===== config.mk =====
export PLATFORM = sky130hd
export DESIGN_NAME = segment_allocator_fit_unit
export DESIGN_NICKNAME = d
export VERILOG_FILES = /design/src/rtl/safu_pkg.sv /design/src/rtl/safu_ctrl.sv /design/src/rtl/safu_datapath.sv /design/src/rtl/segment_allocator_fit_unit.sv
export VERILOG_INCLUDE_DIRS = /design/src /design/src/rtl
export SDC_FILE = /design/constraint.sdc
export NUM_CORES = 1
export LEC_CHECK = 0
export ABC_CLOCK_PERIOD_IN_PS = 14800
export BUFFER_PORTS_ARGS = -buffer_cell sky130_fd_sc_hd__buf_2
export CORE_MARGIN = 2
export CORE_UTILIZATION = 45
export DETAILED_ROUTE_END_ITERATION = 12
export PLACE_DENSITY = 0.61
export SKIP_CTS_REPAIR_TIMING = 1
export SLEW_MARGIN = 5
export SYNTH_ARGS = -nofsm -noshare
export SYNTH_HDL_FRONTEND = slang
export SYNTH_HIERARCHICAL = 1
export SYNTH_SLANG_ARGS = --single-unit

===== constraint.sdc =====
create_clock -name clock -period 14.8 [get_ports clock]
set_input_delay 2.96 -clock clock [delete_from_list [all_inputs] [get_ports clock]]
set_output_delay 2.96 -clock clock [all_outputs]
set_load 0.01 [all_outputs]

===== src/rtl/segment_allocator_fit_unit_assert.svh =====
// ----------------------------------------------------------------------------
// Segment allocator assertion macros
// Short forms for the concurrent checks used inside the allocator.
// ----------------------------------------------------------------------------
`ifndef SEGMENT_ALLOCATOR_FIT_UNIT_ASSERT_SVH
`define SEGMENT_ALLOCATOR_FIT_UNIT_ASSERT_SVH

// Check that post holds in the same cycle as pre.
`define SAFU_ASSERT_SAME(label, clk, rst, pre, post, msg) \
   label: assert property (@(posedge clk) disable iff (rst) (pre) |-> (post)) \
      else $error(msg);

// Check that post holds in the cycle after pre.
`define SAFU_ASSERT_NEXT(label, clk, rst, pre, post, msg) \
   label: assert property (@(posedge clk) disable iff (rst) (pre) |=> (post)) \
      else $error(msg);

`endif


===== src/rtl/safu_pkg.sv =====
// ----------------------------------------------------------------------------
// Segment allocator package
// Field widths, codes, request/result types and controller handshake types.
// ----------------------------------------------------------------------------
`timescale 1ns / 1ps

package safu_pkg;

   localparam int ADDR_W      = 16;
   localparam int LEN_W       = 17;
   localparam int TAG_W       = 16;
   localparam int CSR_DATA_W  = 17;
   localparam int CSR_INDEX_W = 1;

   localparam int DEFAULT_MAX_SEGMENTS = 16;

   localparam logic [CSR_INDEX_W-1:0] CSR_FIT_STRATEGY = 1'b0;
   localparam logic [CSR_INDEX_W-1:0] CSR_POOL_BYTES   = 1'b1;

   localparam logic MODE_ALLOC = 1'b0;
   localparam logic MODE_FREE  = 1'b1;

   localparam logic FIT_FIRST = 1'b0;
   localparam logic FIT_BEST  = 1'b1;

   localparam logic [LEN_W-1:0] POOL_RESET = 17'd4096;
   localparam logic [LEN_W-1:0] POOL_MIN   = 17'd1;
   localparam logic [LEN_W-1:0] POOL_MAX   = 17'd65536;

   typedef struct packed {
      logic              mode;
      logic [LEN_W-1:0]  request_size;
      logic [ADDR_W-1:0] free_address;
      logic [TAG_W-1:0]  line_tag;
   } req_type;

   typedef struct packed {
      logic [ADDR_W-1:0] block_address;
      logic              success;
      logic [LEN_W-1:0]  allocated_total;
   } rsp_type;

   typedef struct packed {
      logic [ADDR_W-1:0] base;
      logic [LEN_W-1:0]  length;
      logic              used;
      logic [TAG_W-1:0]  tag;
   } seg_type;

   typedef struct packed {
      logic load;
      logic scan;
      logic decide;
      logic copy;
      logic finish;
   } cmd_type;

   typedef struct packed {
      logic scan_done;
      logic copy_done;
   } sts_type;

   // Bring a written pool size into the legal range.
   function automatic logic [LEN_W-1:0] clamp_pool(input logic [LEN_W-1:0] value);
      logic [LEN_W-1:0] result;
      result = value;
      if (value == '0) begin
         result = POOL_MIN;
      end else if (value > POOL_MAX) begin
         result = POOL_MAX;
      end
      return result;
   endfunction

endpackage


===== src/rtl/safu_ctrl.sv =====
// ----------------------------------------------------------------------------
// Segment allocator controller
// Sequences scan, decision, table move and result phases of one request.
// ----------------------------------------------------------------------------
`timescale 1ns / 1ps

module safu_ctrl
   import safu_pkg::*;
(
   input  logic    clock,
   input  logic    reset,
   input  logic    start,
   output logic    busy,
   input  sts_type sts,
   output cmd_type cmd
);

   localparam logic [2:0] ST_IDLE   = 3'd0;
   localparam logic [2:0] ST_SCAN   = 3'd1;
   localparam logic [2:0] ST_DECIDE = 3'd2;
   localparam logic [2:0] ST_COPY   = 3'd3;
   localparam logic [2:0] ST_FINISH = 3'd4;

   logic [2:0] state_ff, state_in;

   always_comb begin
      state_in   = state_ff;
      cmd        = '0;
      unique case (state_ff)
         ST_IDLE: begin
            if (start) begin
               cmd.load = 1'b1;
               state_in = ST_SCAN;
            end
         end
         ST_SCAN: begin
            cmd.scan = 1'b1;
            if (sts.scan_done) begin
               state_in = ST_DECIDE;
            end
         end
         ST_DECIDE: begin
            cmd.decide = 1'b1;
            state_in   = ST_COPY;
         end
         ST_COPY: begin
            cmd.copy = 1'b1;
            if (sts.copy_done) begin
               state_in = ST_FINISH;
            end
         end
         ST_FINISH: begin
            cmd.finish = 1'b1;
            state_in   = ST_IDLE;
         end
         default: begin
            state_in = ST_IDLE;
         end
      endcase
   end

   assign busy = (state_ff != ST_IDLE);

   always_ff @(posedge clock) begin
      if (reset) begin
         state_ff <= ST_IDLE;
      end else begin
         state_ff <= state_in;
      end
   end

endmodule


===== src/rtl/safu_datapath.sv =====
// ----------------------------------------------------------------------------
// Segment allocator datapath
// Segment table RAM, scan and pick logic, table move engine and result.
// ----------------------------------------------------------------------------
`timescale 1ns / 1ps
`include "segment_allocator_fit_unit_assert.svh"

module safu_datapath
   import safu_pkg::*;
#(
   parameter int MAX_SEGMENTS = DEFAULT_MAX_SEGMENTS
)
(
   input  logic                   clock,
   input  logic                   reset,
   input  req_type                req_item,
   input  cmd_type                cmd,
   output sts_type                sts,
   input  logic                   csr_write_enable,
   input  logic [CSR_INDEX_W-1:0] csr_index,
   input  logic [CSR_DATA_W-1:0]  csr_write_data,
   output logic                   rsp_strobe,
   output rsp_type                rsp_item
);

   localparam int IDX_W = $clog2(MAX_SEGMENTS);
   localparam int CNT_W = $clog2(MAX_SEGMENTS + 1);
   localparam logic [CNT_W-1:0] CNT_MAX = CNT_W'(MAX_SEGMENTS);
   localparam logic [CNT_W-1:0] CNT_ONE = CNT_W'(1);

   // segment table
   seg_type mem [MAX_SEGMENTS];
   seg_type rd_data_ff;

   logic             rd_en;
   logic [IDX_W-1:0] rd_addr;
   logic             wr_en;
   logic [IDX_W-1:0] wr_addr;
   seg_type          wr_data;

   req_type          req_ff, req_in;
   logic             fit_ff, fit_in;
   logic [CNT_W-1:0] cnt_ff, cnt_in;
   logic [LEN_W-1:0] total_ff, total_in;

   // scan state
   logic [CNT_W-1:0] rd_idx_ff, rd_idx_in;
   logic             rd_vld_ff, rd_vld_in;
   logic [IDX_W-1:0] ev_idx_ff, ev_idx_in;
   logic             found_ff, found_in;
   logic [IDX_W-1:0] pick_idx_ff, pick_idx_in;
   seg_type          pick_ff, pick_in;
   seg_type          last_ff, last_in;
   seg_type          prev_ff, prev_in;
   logic             prev_vld_ff, prev_vld_in;
   seg_type          next_ff, next_in;
   logic             next_vld_ff, next_vld_in;

   // decision
   logic             ok_ff, ok_in;
   logic             split_ff, split_in;
   logic [1:0]       drop_ff, drop_in;

   // move engine
   logic [CNT_W-1:0] cp_src_ff, cp_src_in;
   logic [CNT_W-1:0] cp_left_ff, cp_left_in;
   logic             cp_up_ff, cp_up_in;
   logic [IDX_W-1:0] cp_dst_ff, cp_dst_in;
   logic             cp_wvld_ff, cp_wvld_in;

   rsp_type          rsp_ff, rsp_in;
   logic             rsp_vld_ff, rsp_vld_in;

   logic             is_alloc;
   logic             halt;
   logic             issue;
   logic             fits;
   logic             better;
   logic             match;
   logic             take;
   logic             alloc_ok;
   logic             alloc_split;
   logic             pf;
   logic             nf;
   logic [1:0]       merge_r;
   logic [IDX_W-1:0] merge_m;
   logic [LEN_W-1:0] merge_len;
   logic [CNT_W-1:0] cp_dst_wide;

   always_comb begin
      is_alloc = (req_ff.mode == MODE_ALLOC);
      halt     = found_ff && (!is_alloc || fit_ff == FIT_FIRST);
      issue    = (rd_idx_ff != cnt_ff) && !halt;

      fits   = !rd_data_ff.used && (rd_data_ff.length >= req_ff.request_size)
               && (req_ff.request_size != '0);
      better = !found_ff || (fit_ff == FIT_BEST && rd_data_ff.length < pick_ff.length);
      match  = rd_data_ff.used && (rd_data_ff.base == req_ff.free_address) && !found_ff;
      take   = is_alloc ? (fits && better) : match;

      alloc_ok    = found_ff && ((pick_ff.length == req_ff.request_size) || (cnt_ff != CNT_MAX));
      alloc_split = found_ff && (pick_ff.length != req_ff.request_size) && (cnt_ff != CNT_MAX);

      pf        = prev_vld_ff && !prev_ff.used;
      nf        = next_vld_ff && !next_ff.used;
      merge_r   = {1'b0, pf} + {1'b0, nf};
      merge_m   = pf ? (pick_idx_ff - IDX_W'(1)) : pick_idx_ff;
      merge_len = LEN_W'((pf ? prev_ff.length : '0) + pick_ff.length
                         + (nf ? next_ff.length : '0));

      cp_dst_wide = cp_up_ff ? (cp_src_ff + CNT_ONE) : (cp_src_ff - CNT_W'(drop_ff));
   end

   always_comb begin
      req_in      = req_ff;
      fit_in      = fit_ff;
      cnt_in      = cnt_ff;
      total_in    = total_ff;
      rd_idx_in   = rd_idx_ff;
      rd_vld_in   = rd_vld_ff;
      ev_idx_in   = ev_idx_ff;
      found_in    = found_ff;
      pick_idx_in = pick_idx_ff;
      pick_in     = pick_ff;
      last_in     = last_ff;
      prev_in     = prev_ff;
      prev_vld_in = prev_vld_ff;
      next_in     = next_ff;
      next_vld_in = next_vld_ff;
      ok_in       = ok_ff;
      split_in    = split_ff;
      drop_in     = drop_ff;
      cp_src_in   = cp_src_ff;
      cp_left_in  = cp_left_ff;
      cp_up_in    = cp_up_ff;
      cp_dst_in   = cp_dst_ff;
      cp_wvld_in  = cp_wvld_ff;
      rsp_in      = rsp_ff;
      rsp_vld_in  = 1'b0;
      rd_en       = 1'b0;
      rd_addr     = rd_idx_ff[IDX_W-1:0];
      wr_en       = 1'b0;
      wr_addr     = '0;
      wr_data     = '0;

      if (cmd.load) begin
         req_in      = req_item;
         rd_idx_in   = '0;
         rd_vld_in   = 1'b0;
         found_in    = 1'b0;
         prev_vld_in = 1'b0;
         next_vld_in = 1'b0;
      end

      // walk the table, one entry read per cycle
      if (cmd.scan) begin
         rd_en     = issue;
         rd_vld_in = issue;
         ev_idx_in = rd_idx_ff[IDX_W-1:0];
         if (issue) begin
            rd_idx_in = rd_idx_ff + CNT_ONE;
         end
         if (rd_vld_ff) begin
            last_in = rd_data_ff;
            if (take) begin
               found_in    = 1'b1;
               pick_idx_in = ev_idx_ff;
               pick_in     = rd_data_ff;
               prev_in     = last_ff;
               prev_vld_in = (ev_idx_ff != '0);
            end else if (found_ff && !is_alloc) begin
               next_in     = rd_data_ff;
               next_vld_in = 1'b1;
            end
         end
      end

      if (cmd.decide) begin
         cp_wvld_in = 1'b0;
         cp_left_in = '0;
         split_in   = 1'b0;
         drop_in    = '0;
         if (is_alloc) begin
            ok_in = alloc_ok;
            if (alloc_ok) begin
               wr_en          = 1'b1;
               wr_addr        = pick_idx_ff;
               wr_data.base   = pick_ff.base;
               wr_data.length = req_ff.request_size;
               wr_data.used   = 1'b1;
               wr_data.tag    = req_ff.line_tag;
               total_in       = total_ff + req_ff.request_size;
            end
            if (alloc_split) begin
               split_in   = 1'b1;
               cp_up_in   = 1'b1;
               cp_src_in  = cnt_ff - CNT_ONE;
               cp_left_in = cnt_ff - CNT_ONE - CNT_W'(pick_idx_ff);
            end
         end else begin
            ok_in = found_ff;
            if (found_ff) begin
               wr_en          = 1'b1;
               wr_addr        = merge_m;
               wr_data.base   = pf ? prev_ff.base : pick_ff.base;
               wr_data.length = merge_len;
               total_in       = total_ff - pick_ff.length;
               drop_in        = merge_r;
               cp_up_in       = 1'b0;
               cp_src_in      = CNT_W'(merge_m) + CNT_W'(merge_r) + CNT_ONE;
               cp_left_in     = cnt_ff - CNT_ONE - CNT_W'(merge_m) - CNT_W'(merge_r);
            end
         end
      end

      // shift entries one place per cycle: read source, write next cycle
      if (cmd.copy) begin
         cp_wvld_in = 1'b0;
         if (cp_left_ff != '0) begin
            rd_en      = 1'b1;
            rd_addr    = cp_src_ff[IDX_W-1:0];
            cp_dst_in  = cp_dst_wide[IDX_W-1:0];
            cp_src_in  = cp_up_ff ? (cp_src_ff - CNT_ONE) : (cp_src_ff + CNT_ONE);
            cp_left_in = cp_left_ff - CNT_ONE;
            cp_wvld_in = 1'b1;
         end
         if (cp_wvld_ff) begin
            wr_en   = 1'b1;
            wr_addr = cp_dst_ff;
            wr_data = rd_data_ff;
         end
      end

      if (cmd.finish) begin
         if (split_ff) begin
            wr_en          = 1'b1;
            wr_addr        = pick_idx_ff + IDX_W'(1);
            wr_data.base   = ADDR_W'(pick_ff.base + req_ff.request_size[ADDR_W-1:0]);
            wr_data.length = pick_ff.length - req_ff.request_size;
            cnt_in         = cnt_ff + CNT_ONE;
         end else if (ok_ff && !is_alloc) begin
            cnt_in = cnt_ff - CNT_W'(drop_ff);
         end
         rsp_vld_in             = 1'b1;
         rsp_in.block_address   = (ok_ff && is_alloc) ? pick_ff.base : '0;
         rsp_in.success         = ok_ff;
         rsp_in.allocated_total = total_ff;
      end

      if (csr_write_enable) begin
         if (csr_index == CSR_FIT_STRATEGY) begin
            fit_in = csr_write_data[0];
         end else begin
            cnt_in         = CNT_ONE;
            total_in       = '0;
            wr_en          = 1'b1;
            wr_addr        = '0;
            wr_data        = '0;
            wr_data.length = clamp_pool(csr_write_data);
         end
      end

      // reset lays down the single free segment of the default pool
      if (reset) begin
         wr_en          = 1'b1;
         wr_addr        = '0;
         wr_data        = '0;
         wr_data.length = POOL_RESET;
      end
   end

   assign sts.scan_done = cmd.scan && !rd_vld_ff && (halt || rd_idx_ff == cnt_ff);
   assign sts.copy_done = cmd.copy && (cp_left_ff == '0) && !cp_wvld_ff;

   assign rsp_strobe = rsp_vld_ff;
   assign rsp_item   = rsp_ff;

   always_ff @(posedge clock) begin
      if (wr_en) begin
         mem[wr_addr] <= wr_data;
      end
      if (rd_en) begin
         rd_data_ff <= mem[rd_addr];
      end
   end

   always_ff @(posedge clock) begin
      if (reset) begin
         fit_ff      <= FIT_BEST;
         cnt_ff      <= CNT_ONE;
         total_ff    <= '0;
         rd_vld_ff   <= 1'b0;
         found_ff    <= 1'b0;
         prev_vld_ff <= 1'b0;
         next_vld_ff <= 1'b0;
         ok_ff       <= 1'b0;
         split_ff    <= 1'b0;
         cp_left_ff  <= '0;
         cp_wvld_ff  <= 1'b0;
         rsp_vld_ff  <= 1'b0;
      end else begin
         fit_ff      <= fit_in;
         cnt_ff      <= cnt_in;
         total_ff    <= total_in;
         rd_vld_ff   <= rd_vld_in;
         found_ff    <= found_in;
         prev_vld_ff <= prev_vld_in;
         next_vld_ff <= next_vld_in;
         ok_ff       <= ok_in;
         split_ff    <= split_in;
         cp_left_ff  <= cp_left_in;
         cp_wvld_ff  <= cp_wvld_in;
         rsp_vld_ff  <= rsp_vld_in;
      end
   end

   always_ff @(posedge clock) begin
      req_ff      <= req_in;
      rd_idx_ff   <= rd_idx_in;
      ev_idx_ff   <= ev_idx_in;
      pick_idx_ff <= pick_idx_in;
      pick_ff     <= pick_in;
      last_ff     <= last_in;
      prev_ff     <= prev_in;
      next_ff     <= next_in;
      drop_ff     <= drop_in;
      cp_src_ff   <= cp_src_in;
      cp_up_ff    <= cp_up_in;
      cp_dst_ff   <= cp_dst_in;
      rsp_ff      <= rsp_in;
   end

   `SAFU_ASSERT_SAME(a_cnt_range, clock, reset, 1'b1, (cnt_ff != '0) && (cnt_ff <= CNT_MAX), "segment count out of range")
   `SAFU_ASSERT_SAME(a_copy_write_in_copy, clock, reset, cp_wvld_ff, cmd.copy, "table move write outside move phase")
   `SAFU_ASSERT_NEXT(a_rsp_single, clock, reset, rsp_vld_ff, !rsp_vld_ff, "result strobe longer than one cycle")
   `SAFU_ASSERT_SAME(a_split_room, clock, reset, cmd.finish && split_ff, cnt_ff != CNT_MAX, "split with a full table")
   `SAFU_ASSERT_SAME(a_total_bound, clock, reset, 1'b1, total_ff <= POOL_MAX, "allocated total beyond pool")

endmodule


===== src/rtl/segment_allocator_fit_unit.sv =====
// ----------------------------------------------------------------------------
// Segment allocator, first fit / best fit with coalescing
// Top level: controller and datapath of the segment table allocator.
// ----------------------------------------------------------------------------
// A request is taken at a rising edge with start high and busy low; busy then
// stays high while it walks the segment table and moves entries. The walk
// reads one entry per cycle through the single read port of the segment
// table RAM, and on a free it reads one entry more to fetch the following
// neighbour. Entries moved to open or close a slot go through the same port,
// one per cycle. The result is shown on rsp_item with rsp_strobe high for
// exactly one cycle, in the first cycle that busy is low again; it cannot
// be held off, so capture it there. Write configuration only while busy
// is low; a pool size write rebuilds the table at once (one table write, no
// clearing pass).
// ----------------------------------------------------------------------------
`timescale 1ns / 1ps

module segment_allocator_fit_unit
   import safu_pkg::*;
#(
   parameter int MAX_SEGMENTS = DEFAULT_MAX_SEGMENTS
)
(
   input  logic                   clock,
   input  logic                   reset,
   // request channel
   input  logic                   start,
   output logic                   busy,
   input  req_type                req_item,
   // result channel
   output logic                   rsp_strobe,
   output rsp_type                rsp_item,
   // configuration writes
   input  logic                   csr_write_enable,
   input  logic [CSR_INDEX_W-1:0] csr_index,
   input  logic [CSR_DATA_W-1:0]  csr_write_data
);

   // commands down to the datapath, status back up
   cmd_type cmd;
   sts_type sts;

   // Sequence each request: load, walk the table, decide, move entries,
   // then drop the result on the strobe.
   safu_ctrl u_ctrl (
      .clock (clock),
      .reset (reset),
      .start (start),
      .busy  (busy),
      .sts   (sts),
      .cmd   (cmd)
   );

   // Hold the segment table, the counts and the result register.
   safu_datapath #(
      .MAX_SEGMENTS (MAX_SEGMENTS)
   ) u_datapath (
      .clock            (clock),
      .reset            (reset),
      .req_item         (req_item),
      .cmd              (cmd),
      .sts              (sts),
      .csr_write_enable (csr_write_enable),
      .csr_index        (csr_index),
      .csr_write_data   (csr_write_data),
      .rsp_strobe       (rsp_strobe),
      .rsp_item         (rsp_item)
   );

endmodule


==> impl_metrics.tcl, run 1 <==
set metrics [dict create \
    path_clk_slew_ps 60 \
    synth.distinct_cells 88 \
    gp_congestion 0.9828 \
    clkPwrFrac_pct 37.3 \
    dieArea_um2 87220 \
    root_buffer "clkbuf_16" \
    drc 0 \
    hold_end "u_datapath/prev_ff[18]$_DFFE_PP_" \
    ant_nets 0 \
    post-route-period-util_pct 36.34 \
    end_kind "register" \
    met3_length_um 5902 \
    setup_violations 0 \
    synthArstFlopShare_pct 0 \
    synth-seq-area-share_pct 63.84 \
    ys_warn_count 6 \
    p_seq_share_pct 48.0 \
    fin_crit_ps 5379 \
    io_buffers 91 \
    start_util_pct 45.57 \
    first_pass_iters 6 \
    worstHoldPathType "reg -> reg" \
    dp_hpwl_um 62650 \
    report.final.slew_viol_count 0 \
    r2r-end "u_datapath/rd_data_ff[35]$_DFFE_PP_" \
    grt_overflow 0 \
    final_layout_size_suffix_gt1_share_pct 18.65 \
    grt_max_degree 105 \
    power_density_nw_per_um2 134.4 \
    path_class "reg -> reg" \
    vias_per_cell 5.853 \
    synth_edf_count 780 \
    comb_power_share_pct 14.7 \
    syn_area_um2 38190 \
    top_layer "met4" \
    outcome "complete, no violations" \
    rsz0062_at_grt "no" \
    ys.flop_type "edfxtp_1" \
    peakVddDrop_mv 0.1302 \
    synth.area.top_cells "edfxtp_1 (61%), mux4_2 (8.0%), ha_1 (4.5%)" \
    wl_per_cell_um 25.56 \
    drv_cap 0 \
    tightest_slew_ps 1287 \
    hold_viol_final 0 \
    cts_sinks 828 \
    pre_cts_ws_ps 8946 \
    reg2reg_depth 12 \
    fin_nets 2907 \
    numCtsBuffers 87 \
    whs_ps 414.4 \
    ys_ff_latch 828 \
    p_sw_share_pct 25.79 \
    crit_fanout 49 \
    antenna_found_initial 2 \
    clock_latency_ps 670 \
    fin_ws_ps 9421 \
    p_leak_nw 14.83 \
    syn-num-nets 2769 \
    clk_path_buf_depth 3 \
    die_w_um 295.3 \
    wl_met1_um 43800 \
    start_kind "register" \
    drtIter0Drc 2004 \
    coreArea_um2 83820 \
    switchingPower_w 0.001491 \
    power_w 0.005784 \
    first_global_vias 22998 \
    ios 108 \
    min-delay-start "u_datapath/last_ff[18]$_DFFE_PP_" \
    holdPathStages 0 \
    h-tree-depth 3 \
    rows 106 \
    route.vias.total 22679 \
    p_int_w 0.004292 \
    fill_cells 6973 \
    fmax_ghz 0.1859 \
    synth_area_leader_cell "edfxtp_1" \
    wl_um 99040 \
    regToRegStartpoint "u_ctrl/state_ff[1]$_SDFFE_PP0P_" \
    dr_wl_met2_um 46840 \
    die-height_um 295.3 \
    required_ps 15100 \
    grt_use_total_pct 22.91 \
    area_delta_synth_final_pct 12.66 \
    synth_cells 2533 \
    arrival_ps 5670 \
    fin_skew_ps 66.23 \
    relSlewSlack_pct 13.90 \
    grt_pass1_wl_um 146900 \
    cts_tree "built" \
    synth_top_area_share_pct 61.32 \
    r2r_slack_ps 9420 \
    avgSynthCellArea_um2 15.08 \
    fin_tns_setup_ps 0 \
]
-- flip-flops by register name, indices dropped and copies added, names as in the netlist, 2 cells and up --
name and count:
u_datapath/mem 544, u_datapath/last_ff 34, u_datapath/prev_ff 34, u_datapath/rd_data_ff 34, u_datapath/req_ff 34, u_datapath/rsp_item 34
u_datapath/pick_ff 33, u_datapath/next_ff 18, u_datapath/total_ff 17, u_datapath/cnt_ff 5, u_datapath/cp_left_ff 5, u_datapath/rd_idx_ff 5
u_datapath/cp_dst_ff 4, u_datapath/cp_src_ff 4, u_datapath/ev_idx_ff 4, u_datapath/pick_idx_ff 4, u_ctrl/state_ff 3, u_datapath/drop_ff 2
-- how the worst max path moves through the flow --
stage | end | startpoint | slack (ps)
after floorplan | u_datapath/mem[6][16]$_DFFE_PP_ | csr_write_enable | 8890
after global placement | u_datapath/mem[15][38]$_DFFE_PP_ | csr_write_enable | 8990
after detailed placement | u_datapath/mem[15][38]$_DFFE_PP_ | csr_write_enable | 8950
after CTS | u_datapath/mem[15][32]$_DFFE_PP_ | u_datapath/prev_ff[16]$_DFFE_PP_ | 9210
after global routing | u_datapath/rd_data_ff[36]$_DFFE_PP_ | u_ctrl/state_ff[1]$_SDFFE_PP0P_ | 9090
final | u_datapath/rd_data_ff[35]$_DFFE_PP_ | u_ctrl/state_ff[1]$_SDFFE_PP0P_ | 9420
-- placed cells by master (no fill, tap or decap), types with 14 or more instances in the layout --
master     count
fa_1          27
mux4_2       136
nand3_1       31
nand2_1      188
a21o_1        30
ha_1         137
clkbuf_1      16
or3_1         15
o211ai_1      14
inv_1         95
a211oi_1      22
and2_1        83
nor3_1        41
a211oi_2      32
nor2_4        17
a31oi_1       45
nand4_1       14
buf_2         91
edfxtp_1     780
o21ai_0       67
o21a_1        15
xnor2_1       55
a21oi_1      112
a221oi_1      31
clkinv_1      18
xor2_1        50
buf_4         69
dfxtp_1       48
clkinv_2      16
clkbuf_16     89
nor2b_1       18
mux2i_1       16
nor2_1       107
nor4_1        18
-- cell families after synthesis --
| logic type | Yosys count | share of synthesized area (%) |
|---|---|---|
| and+or+nand+nor | 590 | 7.541 |
| AOI/OAI and AO/OA | 478 | 9.045 |
| xor gates and xnor gates | 105 | 2.408 |
| DFF | 828 | 63.84 |
| adders and majority gates | 164 | 5.903 |
| buffers and inverters | 210 | 2.627 |
| muxes | 158 | 8.635 |
-- power by group through the flow --
stage / logic, W / registers (W) / clock network [W]
CTS: 0.000864 / 0.00277 / 0.00220
global placement: 0.000850 / 0.00282 / 0
finish: 0.000851 / 0.00277 / 0.00216
global route: 0.000935 / 0.00278 / 0.00230
detailed placement: 0.000860 / 0.00282 / 0
floorplan: 0.000719 / 0.00275 / 0
-- synth_stat cells (20+ instances only) --
| master | count |
|---|---|
| clkbuf_1 | 66 |
| o21ai_0 | 67 |
| and2_1 | 86 |
| a31oi_1 | 45 |
| nor3_1 | 41 |
| ha_1 | 137 |
| a211oi_2 | 32 |
| buf_2 | 20 |
| a21o_1 | 30 |
| dfxtp_1 | 48 |
| edfxtp_1 | 780 |
| nand2_1 | 190 |
| mux4_2 | 136 |
| xnor2_1 | 55 |
| a211oi_1 | 22 |
| a21oi_1 | 112 |
| nand3_1 | 31 |
| xor2_1 | 50 |
| nor2_1 | 125 |
| inv_1 | 96 |
| fa_1 | 27 |
| a221oi_1 | 31 |
-- cell type report --
type | count | area [um^2] | area share (%)
timing repair buffer | 162 | 1005 | 2.335
inverter | 97 | 369.1 | 0.8578
tap | 1134 | 1419 | 3.297
multi-input combinational | 1495 | 13000 | 30.21
antenna | 1 | 2.502 | 0.005816
clock inverter | 53 | 564.3 | 1.311
sequential | 828 | 24380 | 56.67
clock buffer | 105 | 2287 | 5.315
-- critical path, cell delays in order, from the launching register on --
cell      delay (ps)
dfxtp_1          420
nand2_1          110
nor2_1           520
o21ai_4          310
inv_6            300
mux2i_4          260
buf_4            590
buf_4            720
buf_4            700
mux4_2           400
and2_1           170
a211oi_2         240
a31oi_1          160
-- layer usage --
layer,global-route usage [%],vias up
met5,0,-
met4,6.871,0
met3,2.646,149
met2,37.23,756
met1,32.59,11609
li1,-,10165
-- per-stage QoR --
stage                     area (um^2)  util [%]  cells
after floorplan                 38190         -   2533
after global placement          40160     47.91   3715
after detailed placement        40160     47.91   3715
after CTS                       43010     51.31   3873
after global routing            43030     51.33   3874
final                           43030     51.33   3875
Note: power is estimated with default switching activity, not from simulation.
==> inputs of run 2 (changes only) <==
ABC_AREA = 1   (was unset)
ABC_CLOCK_PERIOD_IN_PS = 4350   (was 14800)
PLACE_DENSITY = 0.63   (was 0.61)
clock period = 4.35 ns   (was 14.8 ns; I/O delays follow)
==> run 2 against run 1 <==
Compared with the run above: maximum frequency increased by 40%; power grew to 3.5 times the previous value; register-to-register slack worse by 8900 ps; non-clock buffer count grew 69; sequential share of layout area fell by 3.7 points; largest power group unchanged; highest routed layer unchanged; final area grew 7.0%; die area up 6.2%; sequential power rose to 3.4 times the previous value; worst hold slack lost 32 ps; first-iteration DRC count up 45%.
==> impl_metrics.tcl, run 2 <==
set metrics [dict create \
    report.final.slew_viol_count 0 \
    ios 108 \
    ys_warn_count 6 \
    post-route-period-util_pct 88.11 \
    antenna_found_initial 2 \
    gp_congestion 1.035 \
    grt_use_total_pct 24.78 \
    clkPwrFrac_pct 34.5 \
    ant_nets 0 \
    clk_path_buf_depth 3 \
    end_kind "register" \
    synth.area.top_cells "edfxtp_1 (58%), nand2_1 (6.7%), nand3_1 (5.0%)" \
    power_density_nw_per_um2 443.8 \
    worstHoldPathType "in -> reg" \
    rows 110 \
    root_buffer "clkbuf_16" \
    ys_ff_latch 828 \
    path_clk_slew_ps 60 \
    wl_um 115400 \
    grt_max_degree 153 \
    r2r_slack_ps 520 \
    numCtsBuffers 87 \
    switchingPower_w 0.006184 \
    hold_viol_final 0 \
    synth-seq-area-share_pct 60.06 \
    clock_latency_ps 670 \
    rsz0062_at_grt "no" \
    layout_common_cells "edfxtp_1 (780), nand2_1 (727), inv_1 (525)" \
    setup_violations 0 \
    yosysMostFrequentCell "edfxtp_1" \
    p_seq_share_pct 46.3 \
    cts_tree "built" \
    first_pass_iters 7 \
    largest_reg_flops 544 \
    final_common_cell "edfxtp_1" \
    synth_common_cells "edfxtp_1 (780), nand2_1 (728), inv_1 (526)" \
    io_buffers 91 \
    fin_crit_ps 3833 \
    die_w_um 304.4 \
    required_ps 4620 \
    synth_cells 3955 \
    largest-register "u_datapath/mem" \
    p_leak_nw 18.76 \
    area_delta_synth_final_pct 13.40 \
    fmax_ghz 0.2609 \
    outcome "complete, no violations" \
    final_layout_size_suffix_gt1_share_pct 10.10 \
    cts_sinks 828 \
    p_sw_share_pct 30.27 \
    crit_fanout 16 \
    relSlewSlack_pct 24.42 \
    syn_area_um2 40600 \
    syn-num-nets 4191 \
    ys.flop_type "edfxtp_1" \
    grt_overflow 0 \
    fin_tns_setup_ps 0 \
    synth_edf_count 780 \
    drtIter0Drc 2906 \
    start_kind "register" \
    start_util_pct 45.24 \
    tightest_slew_ps 1130 \
    drv_cap 0 \
    fin_nets 4353 \
    vias_per_cell 5.491 \
    synth_area_leader_cell "edfxtp_1" \
    synthArstFlopShare_pct 0 \
    synth.distinct_cells 58 \
    grt_pass1_wl_um 173200 \
    first_global_vias 27887 \
    whs_ps 382.7 \
    drc 0 \
    avgSynthCellArea_um2 10.26 \
    h-tree-depth 3 \
    route.vias.total 29421 \
    peakVddDrop_mv 0.2994 \
    fin_skew_ps 34.54 \
    dieArea_um2 92630 \
    path_class "reg -> reg" \
    coreArea_um2 89740 \
    die-height_um 304.4 \
    synth_top_area_share_pct 57.70 \
    wl_per_cell_um 21.53 \
    dp_hpwl_um 77040 \
    arrival_ps 4100 \
    p_int_w 0.01425 \
    comb_power_share_pct 19.2 \
]
[run 2: final cells by class]
type                       count  area [um^2]
timing repair buffer         231         1944
sequential                   828        24380
clock inverter                50        390.4
fill                        8023        43700
tap                         1176         1471
clock buffer                 102         2276
inverter                     536         2014
multi-input combinational   2433        13550
antenna                        2        5.005
[run 2: routing by layer]
metal	track usage [%]	up-vias	wire length, um
met2	40.68	1002	54000
met1	33.65	14099	49140
met4	10.00	0	4521
li1	-	14114	-
met3	2.897	206	7699
met5	0	-	0
[run 2: path summary, 6_finish.rpt]
| check | from | endpoint | cells past startpoint |
|---|---|---|---|
| worst min-delay path | req_item[26] | u_datapath/req_ff[26]$_DFFE_PP_ | 1 |
| worst max-delay path | u_datapath/next_ff[16]$_DFFE_PP_ | u_datapath/mem[15][31]$_DFFE_PP_ | 15 |
| worst max register to register | u_datapath/next_ff[16]$_DFFE_PP_ | u_datapath/mem[15][31]$_DFFE_PP_ | 15 |
| worst min register to register | u_datapath/last_ff[16]$_DFFE_PP_ | u_datapath/prev_ff[16]$_DFFE_PP_ | 0 |
[run 2: kinds of logic after synthesis]
| logic type | synth area share (%) |
|---|---|
| flip-flops | 60.06 |
| AO/OA/AOI/OAI | 10.92 |
| XOR/XNOR | 0.9925 |
| adder cells (fa/ha/maj) | 5.554 |
| buffers and inverters | 7.033 |
| AND/OR/NAND/NOR | 15.44 |
[run 2: power by group through the flow]
stage	Clock, W	Combinational [W]	Sequential (W)
floorplan	0	0.00292	0.00938
global placement	0	0.00380	0.00961
detailed placement	0	0.00388	0.00961
CTS	0.00717	0.00390	0.00944
global route	0.00749	0.00440	0.00946
finish	0.00704	0.00393	0.00946
[run 2: critical path, stage by stage (launching register included)]
cell	delay, ps
edfxtp_1	390
inv_1	70
nand2_1	260
buf_4	300
nor2_1	140
fa_1	450
ha_1	440
nand2_1	190
nor4_1	290
nand2_1	150
nand2_1	100
nand2_1	50
nand3_1	70
nand3_1	120
nand3_1	90
nand2_1	320
[run 2: metrics by stage]
stage	util [%]	power, W	std cells	setup slack [ps]	cell area (um^2)
CTS	51.29	0.02051	5356	584.3	46030
floorplan	-	0.01230	3955	169.9	40630
global route	51.29	0.02136	5356	266.5	46030
detailed placement	48.32	0.01349	5204	622.2	43360
global placement	48.32	0.01341	5204	672.0	43360
finish	51.30	0.02043	5358	517.3	46030
